### config.mk
export PLATFORM = sky130hd
export DESIGN_NAME = sha1_hash_engine_top
export DESIGN_NICKNAME = d
export VERILOG_FILES = /design/src/hw/rtl/sha1_pkg.sv /design/src/hw/rtl/sha1_ctrl.sv /design/src/hw/rtl/sha1_dp.sv /design/src/hw/rtl/sha1_hash_engine_top.sv
export SDC_FILE = /design/constraint.sdc
export NUM_CORES = 2
export LEC_CHECK = 0
export BUFFER_PORTS_ARGS = -buffer_cell sky130_fd_sc_hd__buf_4
export CORE_MARGIN = 3
export CORE_UTILIZATION = 40
export CTS_BUF_LIST = sky130_fd_sc_hd__clkbuf_8
export CTS_CLUSTER_DIAMETER = 150
export CTS_CLUSTER_SIZE = 24
export DETAILED_ROUTE_END_ITERATION = 12
export GPL_TIMING_DRIVEN = 0
export PLACE_DENSITY = 0.61
export REMOVE_ABC_BUFFERS = 1
export SLEW_MARGIN = 20
export SYNTH_ARGS = -nofsm -noshare
export SYNTH_HDL_FRONTEND = slang
export SYNTH_SLANG_ARGS = --single-unit
### constraint.sdc
create_clock -name clock -period 21.7 [get_ports clock]
set_clock_uncertainty 0.15 [all_clocks]
set_input_delay 3.255 -clock clock [delete_from_list [all_inputs] [get_ports clock]]
set_output_delay 3.255 -clock clock [all_outputs]
set_load 0.05 [all_outputs]
### src/hw/rtl/sha1_pkg.sv
package sha1_pkg;

   typedef struct packed {
      logic [7:0] data_byte;
      logic       byte_valid;
      logic       end_of_message;
   } req_type;

   typedef struct packed {
      logic [31:0] digest_word;
      logic [2:0]  word_index;
      logic        last_word;
   } rsp_type;

   // byte source for a buffer write
   localparam logic [1:0] SRC_DATA = 2'd0;
   localparam logic [1:0] SRC_MARK = 2'd1;
   localparam logic [1:0] SRC_ZERO = 2'd2;
   localparam logic [1:0] SRC_LEN  = 2'd3;

   typedef struct packed {
      logic       put;
      logic [1:0] src;
      logic       init;
      logic       round;
      logic       fold;
      logic       emit;
      logic       restart;
   } cmd_type;

   typedef struct packed {
      logic [5:0] fill;
      logic       round_last;
      logic       len_last;
      logic       out_free;
      logic       word_last;
   } status_type;

   localparam int         NUM_WORDS  = 5;
   localparam logic [5:0] FILL_LAST  = 6'd63;
   localparam logic [5:0] FILL_LEN   = 6'd56;
   localparam logic [6:0] ROUND_LAST = 7'd79;
   localparam logic [2:0] LEN_LAST   = 3'd7;
   localparam logic [2:0] WORD_LAST  = 3'd4;
   localparam logic [7:0] PAD_MARK   = 8'h80;

   localparam logic [31:0] INIT_H [NUM_WORDS] = '{
      32'h67452301, 32'hEFCDAB89, 32'h98BADCFE, 32'h10325476, 32'hC3D2E1F0
   };

   function automatic logic [31:0] round_k(input logic [6:0] rnd);
      logic [31:0] k;
      if (rnd < 7'd20) begin
         k = 32'h5A827999;
      end else if (rnd < 7'd40) begin
         k = 32'h6ED9EBA1;
      end else if (rnd < 7'd60) begin
         k = 32'h8F1BBCDC;
      end else begin
         k = 32'hCA62C1D6;
      end
      return k;
   endfunction

   function automatic logic [31:0] round_f(input logic [6:0] rnd, input logic [31:0] b,
                                           input logic [31:0] c, input logic [31:0] d);
      logic [31:0] f;
      if (rnd < 7'd20) begin
         f = (b & c) | (~b & d);
      end else if (rnd < 7'd40) begin
         f = b ^ c ^ d;
      end else if (rnd < 7'd60) begin
         f = (b & c) | (b & d) | (c & d);
      end else begin
         f = b ^ c ^ d;
      end
      return f;
   endfunction

endpackage

### src/hw/rtl/sha1_ctrl.sv
module sha1_ctrl (
   input  logic                 clock,
   input  logic                 reset,
   input  logic                 req_valid,
   output logic                 req_stall,
   input  logic                 byte_valid,
   input  logic                 end_of_message,
   input  sha1_pkg::status_type status,
   output sha1_pkg::cmd_type    cmd
);

   localparam logic [2:0] S_IDLE  = 3'd0;
   localparam logic [2:0] S_INIT  = 3'd1;
   localparam logic [2:0] S_ROUND = 3'd2;
   localparam logic [2:0] S_FOLD  = 3'd3;
   localparam logic [2:0] S_MARK  = 3'd4;
   localparam logic [2:0] S_ZERO  = 3'd5;
   localparam logic [2:0] S_LEN   = 3'd6;
   localparam logic [2:0] S_EMIT  = 3'd7;

   logic [2:0] state_ff, state_in;
   logic [2:0] resume_ff, resume_in;

   always_comb begin
      state_in  = state_ff;
      resume_in = resume_ff;
      cmd       = '0;
      req_stall = 1'b1;
      unique case (state_ff)
         S_IDLE: begin
            req_stall = 1'b0;
            if (req_valid) begin
               if (byte_valid) begin
                  cmd.put = 1'b1;
                  cmd.src = sha1_pkg::SRC_DATA;
               end
               if (byte_valid && status.fill == sha1_pkg::FILL_LAST) begin
                  state_in  = S_INIT;
                  resume_in = end_of_message ? S_MARK : S_IDLE;
               end else if (end_of_message) begin
                  state_in = S_MARK;
               end
            end
         end
         S_INIT: begin
            cmd.init = 1'b1;
            state_in = S_ROUND;
         end
         S_ROUND: begin
            cmd.round = 1'b1;
            if (status.round_last) begin
               state_in = S_FOLD;
            end
         end
         S_FOLD: begin
            cmd.fold = 1'b1;
            state_in = resume_ff;
         end
         S_MARK: begin
            cmd.put = 1'b1;
            cmd.src = sha1_pkg::SRC_MARK;
            if (status.fill == sha1_pkg::FILL_LAST) begin
               state_in  = S_INIT;
               resume_in = S_ZERO;
            end else begin
               state_in = S_ZERO;
            end
         end
         S_ZERO: begin
            if (status.fill == sha1_pkg::FILL_LEN) begin
               state_in = S_LEN;
            end else begin
               cmd.put = 1'b1;
               cmd.src = sha1_pkg::SRC_ZERO;
               if (status.fill == sha1_pkg::FILL_LAST) begin
                  state_in  = S_INIT;
                  resume_in = S_ZERO;
               end
            end
         end
         S_LEN: begin
            cmd.put = 1'b1;
            cmd.src = sha1_pkg::SRC_LEN;
            if (status.len_last) begin
               state_in  = S_INIT;
               resume_in = S_EMIT;
            end
         end
         S_EMIT: begin
            if (status.out_free) begin
               cmd.emit = 1'b1;
               if (status.word_last) begin
                  cmd.restart = 1'b1;
                  state_in    = S_IDLE;
               end
            end
         end
         default: begin
            state_in = S_IDLE;
         end
      endcase
   end

   always_ff @(posedge clock) begin
      if (reset) begin
         state_ff  <= S_IDLE;
         resume_ff <= S_IDLE;
      end else begin
         state_ff  <= state_in;
         resume_ff <= resume_in;
      end
   end

endmodule

### src/hw/rtl/sha1_dp.sv
module sha1_dp (
   input  logic                 clock,
   input  logic                 reset,
   input  logic [7:0]           data_byte,
   input  sha1_pkg::cmd_type    cmd,
   output sha1_pkg::status_type status,
   output logic                 rsp_valid,
   input  logic                 rsp_stall,
   output sha1_pkg::rsp_type    rsp_payload
);

   logic [31:0]  chain_ff [sha1_pkg::NUM_WORDS];
   logic [31:0]  chain_in [sha1_pkg::NUM_WORDS];
   logic [31:0]  a_ff, b_ff, c_ff, d_ff, e_ff;
   logic [31:0]  a_in, b_in, c_in, d_in, e_in;
   logic [511:0] sched_ff, sched_in;
   logic [63:0]  count_ff, count_in;
   logic [5:0]   fill_ff, fill_in;
   logic [6:0]   round_ff, round_in;
   logic [2:0]   len_ff, len_in;
   logic [2:0]   idx_ff, idx_in;
   logic         valid_ff, valid_in;
   sha1_pkg::rsp_type out_ff, out_in;

   logic [63:0]  bit_len;
   logic [7:0]   put_val;
   logic [31:0]  w0, w_next, temp, word_sel;

   assign bit_len = {count_ff[60:0], 3'b000};
   assign w0      = sched_ff[511:480];
   assign w_next  = sched_ff[95:64] ^ sched_ff[255:224] ^ sched_ff[447:416] ^ w0;
   assign temp    = {a_ff[26:0], a_ff[31:27]} + sha1_pkg::round_f(round_ff, b_ff, c_ff, d_ff)
                    + e_ff + sha1_pkg::round_k(round_ff) + w0;

   always_comb begin
      unique case (cmd.src)
         sha1_pkg::SRC_DATA: put_val = data_byte;
         sha1_pkg::SRC_MARK: put_val = sha1_pkg::PAD_MARK;
         sha1_pkg::SRC_ZERO: put_val = 8'h00;
         default:            put_val = bit_len[{~len_ff, 3'b000} +: 8];
      endcase
   end

   always_comb begin
      case (idx_ff)
         3'd0:    word_sel = chain_ff[0];
         3'd1:    word_sel = chain_ff[1];
         3'd2:    word_sel = chain_ff[2];
         3'd3:    word_sel = chain_ff[3];
         default: word_sel = chain_ff[4];
      endcase
   end

   always_comb begin
      chain_in = chain_ff;
      a_in     = a_ff;
      b_in     = b_ff;
      c_in     = c_ff;
      d_in     = d_ff;
      e_in     = e_ff;
      sched_in = sched_ff;
      count_in = count_ff;
      fill_in  = fill_ff;
      round_in = round_ff;
      len_in   = len_ff;
      idx_in   = idx_ff;
      valid_in = valid_ff && rsp_stall;
      out_in   = out_ff;

      if (cmd.put) begin
         sched_in = {sched_ff[503:0], put_val};
         fill_in  = fill_ff + 6'd1;
         if (cmd.src == sha1_pkg::SRC_DATA) begin
            count_in = count_ff + 64'd1;
         end
         if (cmd.src == sha1_pkg::SRC_LEN) begin
            len_in = len_ff + 3'd1;
         end
      end
      if (cmd.init) begin
         a_in     = chain_ff[0];
         b_in     = chain_ff[1];
         c_in     = chain_ff[2];
         d_in     = chain_ff[3];
         e_in     = chain_ff[4];
         round_in = '0;
      end
      if (cmd.round) begin
         a_in     = temp;
         b_in     = a_ff;
         c_in     = {b_ff[1:0], b_ff[31:2]};
         d_in     = c_ff;
         e_in     = d_ff;
         sched_in = {sched_ff[479:0], w_next[30:0], w_next[31]};
         round_in = round_ff + 7'd1;
      end
      if (cmd.fold) begin
         chain_in[0] = chain_ff[0] + a_ff;
         chain_in[1] = chain_ff[1] + b_ff;
         chain_in[2] = chain_ff[2] + c_ff;
         chain_in[3] = chain_ff[3] + d_ff;
         chain_in[4] = chain_ff[4] + e_ff;
      end
      if (cmd.emit) begin
         valid_in           = 1'b1;
         out_in.digest_word = word_sel;
         out_in.word_index  = idx_ff;
         out_in.last_word   = (idx_ff == sha1_pkg::WORD_LAST);
         idx_in             = idx_ff + 3'd1;
      end
      if (cmd.restart) begin
         chain_in = sha1_pkg::INIT_H;
         count_in = '0;
         fill_in  = '0;
         len_in   = '0;
         idx_in   = '0;
      end
   end

   always_ff @(posedge clock) begin
      if (reset) begin
         chain_ff <= sha1_pkg::INIT_H;
         count_ff <= '0;
         fill_ff  <= '0;
         round_ff <= '0;
         len_ff   <= '0;
         idx_ff   <= '0;
         valid_ff <= 1'b0;
      end else begin
         chain_ff <= chain_in;
         count_ff <= count_in;
         fill_ff  <= fill_in;
         round_ff <= round_in;
         len_ff   <= len_in;
         idx_ff   <= idx_in;
         valid_ff <= valid_in;
      end
   end

   always_ff @(posedge clock) begin
      a_ff     <= a_in;
      b_ff     <= b_in;
      c_ff     <= c_in;
      d_ff     <= d_in;
      e_ff     <= e_in;
      sched_ff <= sched_in;
      out_ff   <= out_in;
   end

   assign status.fill       = fill_ff;
   assign status.round_last = (round_ff == sha1_pkg::ROUND_LAST);
   assign status.len_last   = (len_ff == sha1_pkg::LEN_LAST);
   assign status.out_free   = !valid_ff || !rsp_stall;
   assign status.word_last  = (idx_ff == sha1_pkg::WORD_LAST);
   assign rsp_valid         = valid_ff;
   assign rsp_payload       = out_ff;

endmodule

### src/hw/rtl/sha1_hash_engine_top.sv
// SHA-1 engine over a byte stream. Each req_ transfer carries at most one
// message byte (byte_valid) and may close the message (end_of_message); a
// transfer with both absorbs the byte first. Closing a message pads it,
// finishes it and then presents the five digest words on rsp_, word 0 first,
// with last_word on word 4; the engine then starts the next message from the
// initial hash values. A byte that completes a 64-byte block starts the
// compression: a load step, 80 rounds in the single shared round unit,
// then a fold into the chaining words. Closing a message writes the pad
// bytes one per cycle, save while a compression runs, through the same
// buffer path (9 to 72 bytes, plus a step that spots the length slot),
// runs one or two compressions, and hands out the five words one per
// cycle while rsp_stall is low. Sustained streaming is set by the round
// unit, as no new byte is taken while a block compresses.
// req_stall is high whenever the engine is busy with a block, padding or
// the digest; the last digest word may still wait in the output register
// while the next request transfer is taken.
module sha1_hash_engine_top (
   input  logic              clock,
   input  logic              reset,
   input  logic              req_valid,
   output logic              req_stall,
   input  sha1_pkg::req_type req_payload,
   output logic              rsp_valid,
   input  logic              rsp_stall,
   output sha1_pkg::rsp_type rsp_payload
);

   // commands from the sequencer, status back from the datapath
   sha1_pkg::cmd_type    cmd;
   sha1_pkg::status_type status;

   // sequencer: accept transfers, drive padding, compression and read-out
   sha1_ctrl u_ctrl (
      .clock          (clock),
      .reset          (reset),
      .req_valid      (req_valid),
      .req_stall      (req_stall),
      .byte_valid     (req_payload.byte_valid),
      .end_of_message (req_payload.end_of_message),
      .status         (status),
      .cmd            (cmd)
   );

   // datapath: block buffer as a shifting schedule, round unit, chaining
   // words, byte count and the digest output register
   sha1_dp u_dp (
      .clock       (clock),
      .reset       (reset),
      .data_byte   (req_payload.data_byte),
      .cmd         (cmd),
      .status      (status),
      .rsp_valid   (rsp_valid),
      .rsp_stall   (rsp_stall),
      .rsp_payload (rsp_payload)
   );

endmodule

==> results.toml <==
[logic_synthesis]
ys.flop_type = "edfxtp_1"
synth-compound-area-share = 0.113
syn_area_um2 = 53500
yosysWarnings = 0
synth.avg_cell_area_um2 = 9.29
synth.most_common_cell = "nand2_1"
synth-xor-area-share = 0.0502
muxShareOfSynthArea = 0.0101
ys_top_cells_by_area = "edfxtp_1 40%, nand2_1 15%, dfxtp_1 9.2%, ha_1 5.4%, fa_1 4.6%"
synth_commonest_cells = "2080 x nand2_1, 708 x edfxtp_1, 280 x nor2_1, 253 x clkbuf_1, 251 x a21oi_1"
synth_top_family_by_area = "simple AND/OR/NAND/NOR gates"
seq_area_frac_synth = 0.490
yosysUniqueCellTypes = 97
ys_async_sr_fraction = 0
synthAdderAreaFrac = 0.100
synth-simple-area-share = 0.202
synth_edf_count = 708
synth_cells = 5760
synth_seq_cells = 955
yosysTopAreaCellShare = 0.397
synth_top_area_cell = "edfxtp_1"

[routing]
wl_mm = 141
dr.pass1.iters = 5
antenna_left = 0
initialDrtViolationCount = 3195
vias_per_cell = 5.34
wl_per_cell_um = 18.9
drcViolationCount = 0
vias = 39800

[clock_tree]
postCtsSetupRepairBufs = 0
cts_num_sinks = 955
cts_hold_buf = 0
clkTransAtPathRegs_ns = 0.16
h-tree-depth = 2
clk_root_buffer_cell = "clkbuf_8"
clockBufferDepth = 3
cts_tree = "done"
numCtsBuffers = 45
cts-resized-gates = 0
insertion_delay_ns = 0.79

[worst_setup_path]
worstSetupPathType = "register to register"
crit_path_end_kind = "register"
arrival_ns = 9.37
crit_fanout = 35
cp.required_ns = 22.08
crit_path_start_kind = "register"

[placed_design]
portBuffers = 51
dp_hpwl_mm = 103
globalplace.congestion = 0.871
dpl_worst_slack_ns = 12.82

[die]
die_y_um = 372
die_area_um2 = 138000
core-area_um2 = 132000
fp.dieW_um = 372
pin_count = 52
core.rowCount = 133
start_util = 0.405

[outcome]
status = "completed"

[cells_and_area]
areaGrowthSynthToFinish_pct = 8.12
drive_gt1_frac = 0.0450
final_nets = 6040
nFillCells = 12700

[power]
switching_share = 0.415
combPwrFrac = 0.477
power_frac_clock = 0.097
switchingPower_w = 0.00332
leakage_nw = 23.7
p_int_w = 0.00469
p_seq_frac = 0.426
p_per_area_nw_per_um2 = 138
ir_drop_mv = 0.0965

[global_routing]
grt_pass1_wl_mm = 221
grt_pass1_vias = 38100
grt_use_total = 0.202
overflow = 0
grt_max_degree = 74
antenna_found_initial = 3

[run]
maxCapViolCount = 0

[timing]
finalHoldViolCount = 0
fmax_mhz = 111
worst_slack_ns = 12.71
setup_viol = 0
fin_setup_tns_ns = 0
slew_headroom = 0.256
finalCriticalPeriod_ns = 8.99
worst_pin_slew_ns = 1.11
drv_slew = 0
post-route-period-util = 0.414
rsz0062_at_grt = "no"

[min_path]
hold_class = "register to register"
## state kept, by name, indices dropped and copies added (netlist names), 3 cells and up
register,cells
u_dp.sched_ff,512
u_dp.chain_ff,160
u_dp.count_ff,61
u_dp.rsp_payload,36
u_dp.a_ff,32
u_dp.b_ff,32
u_dp.c_ff,32
u_dp.d_ff,32
u_dp.e_ff,32
u_dp.round_ff,7
u_dp.fill_ff,6
u_ctrl.resume_ff,3
u_ctrl.state_ff,3
u_dp.idx_ff,3
u_dp.len_ff,3
## worst paths after layout
kind / cells past startpoint / from / slack [ns] / to
setup / recovery: 27 / u_dp.round_ff[4] / 12.71 / u_dp.a_ff[31]
hold / removal: 2 / u_dp.chain_ff[101] / 0.36 / u_dp.chain_ff[101]
setup reg to reg: 27 / u_dp.round_ff[4] / 12.71 / u_dp.a_ff[31]
hold reg to reg: 2 / u_dp.chain_ff[101] / 0.36 / u_dp.chain_ff[101]
## final cells by class
type	count	area, µm²	area share
clock buffer	45	619	0.0107
multi-input combinational	4322	25600	0.443
clock inverter	36	154	0.00266
antenna	1	2.50	0.0000432
sequential	955	26200	0.453
inverter	218	820	0.0142
tap	1755	2200	0.0379
timing repair buffer	129	2240	0.0387
## per-stage QoR
step           instance area, µm²  power [W]  hold WS [ns]  cells  utilization
5_1_grt                     57900    0.00867         0.375   7461        0.438
4_1_cts                     57900    0.00805         0.357   7460        0.438
3_5_place_dp                57100    0.00724         0.333   7379        0.432
6_report                    57900    0.00801         0.360   7461        0.438
3_3_place_gp                55100    0.00810         0.323   7301        0.417
2_1_floorplan               52500    0.00673         0.302   5495            -
## routing by layer
layer / global-route usage / routed length (µm) / share of wire
met5: 0 / 8 / 0.000057
met1: 0.280 / 64700 / 0.46
met4: 0.0594 / 4290 / 0.030
met3: 0.0193 / 5920 / 0.042
met2: 0.335 / 66200 / 0.47
## layout by cell type (no fill, tap or decap), drive strengths merged, types with 6 or more instances in the layout
master   netlist  routed
fa           124     124
or3           22      22
nand2b        31      31
o32ai         21      21
o2111ai        6       6
o21bai        20      20
and2           8       8
a21o          93      93
o32a           7       7
nor3          35      35
nor2         282     282
o31ai          9       9
o21ai        221     221
a21oi        253     253
nand3         73      73
o221ai         8       8
a31oi         51      51
xnor2        201     201
nor2b         54      54
mux4          13      13
edfxtp       708     708
nand3b         6       6
and3          36      36
o21a          24      24
a221o         10      10
or2           10      10
a211oi        32      32
a221oi         9       9
inv          216     249
nand2       2082    2082
xor2         106     106
mux2i         19      19
ha           231     231
buf           12     129
a211o          8       8
dfxtp        247     247
clkbuf       253      45
nand4         19      19
o211ai        51      51
a22oi         65      65
## power groups by stage
stage	logic (W)	clock network, W	registers [W]
3_5_place_dp	0.00379	0	0.00346
2_1_floorplan	0.00308	0	0.00364
6_report	0.00382	0.000776	0.00341
3_3_place_gp	0.00407	0	0.00404
5_1_grt	0.00430	0.000870	0.00349
4_1_cts	0.00382	0.000813	0.00341
## worst max-delay path, stage by stage (launching register included)
cell	delay [ns]
dfxtp_1	0.43
a41oi_1	0.73
inv_1	0.45
nor2_1	0.41
clkinv_2	0.37
buf_12	0.30
nand2_4	0.53
nor2_1	0.08
a211oi_1	0.33
fa_1	0.47
inv_1	0.09
fa_1	0.45
fa_1	0.47
inv_1	0.07
ha_1	0.20
inv_1	0.07
fa_1	0.41
nor2b_1	0.16
o2111ai_1	0.16
a21boi_1	0.27
o32ai_1	0.21
o31ai_1	0.57
a31oi_1	0.29
o21ai_1	0.21
o211ai_1	0.20
o31a_1	0.36
xnor2_1	0.19
o21ai_1	0.08
## cell families after synthesis
| kind of cell | Yosys count |
|---|---|
| buf+inv | 483 |
| mux | 37 |
| fa+ha+maj | 355 |
| flops | 955 |
| xor+xnor | 307 |
| simple gates | 2681 |
| compound gates | 942 |
(Power assumes the default switching activity.)
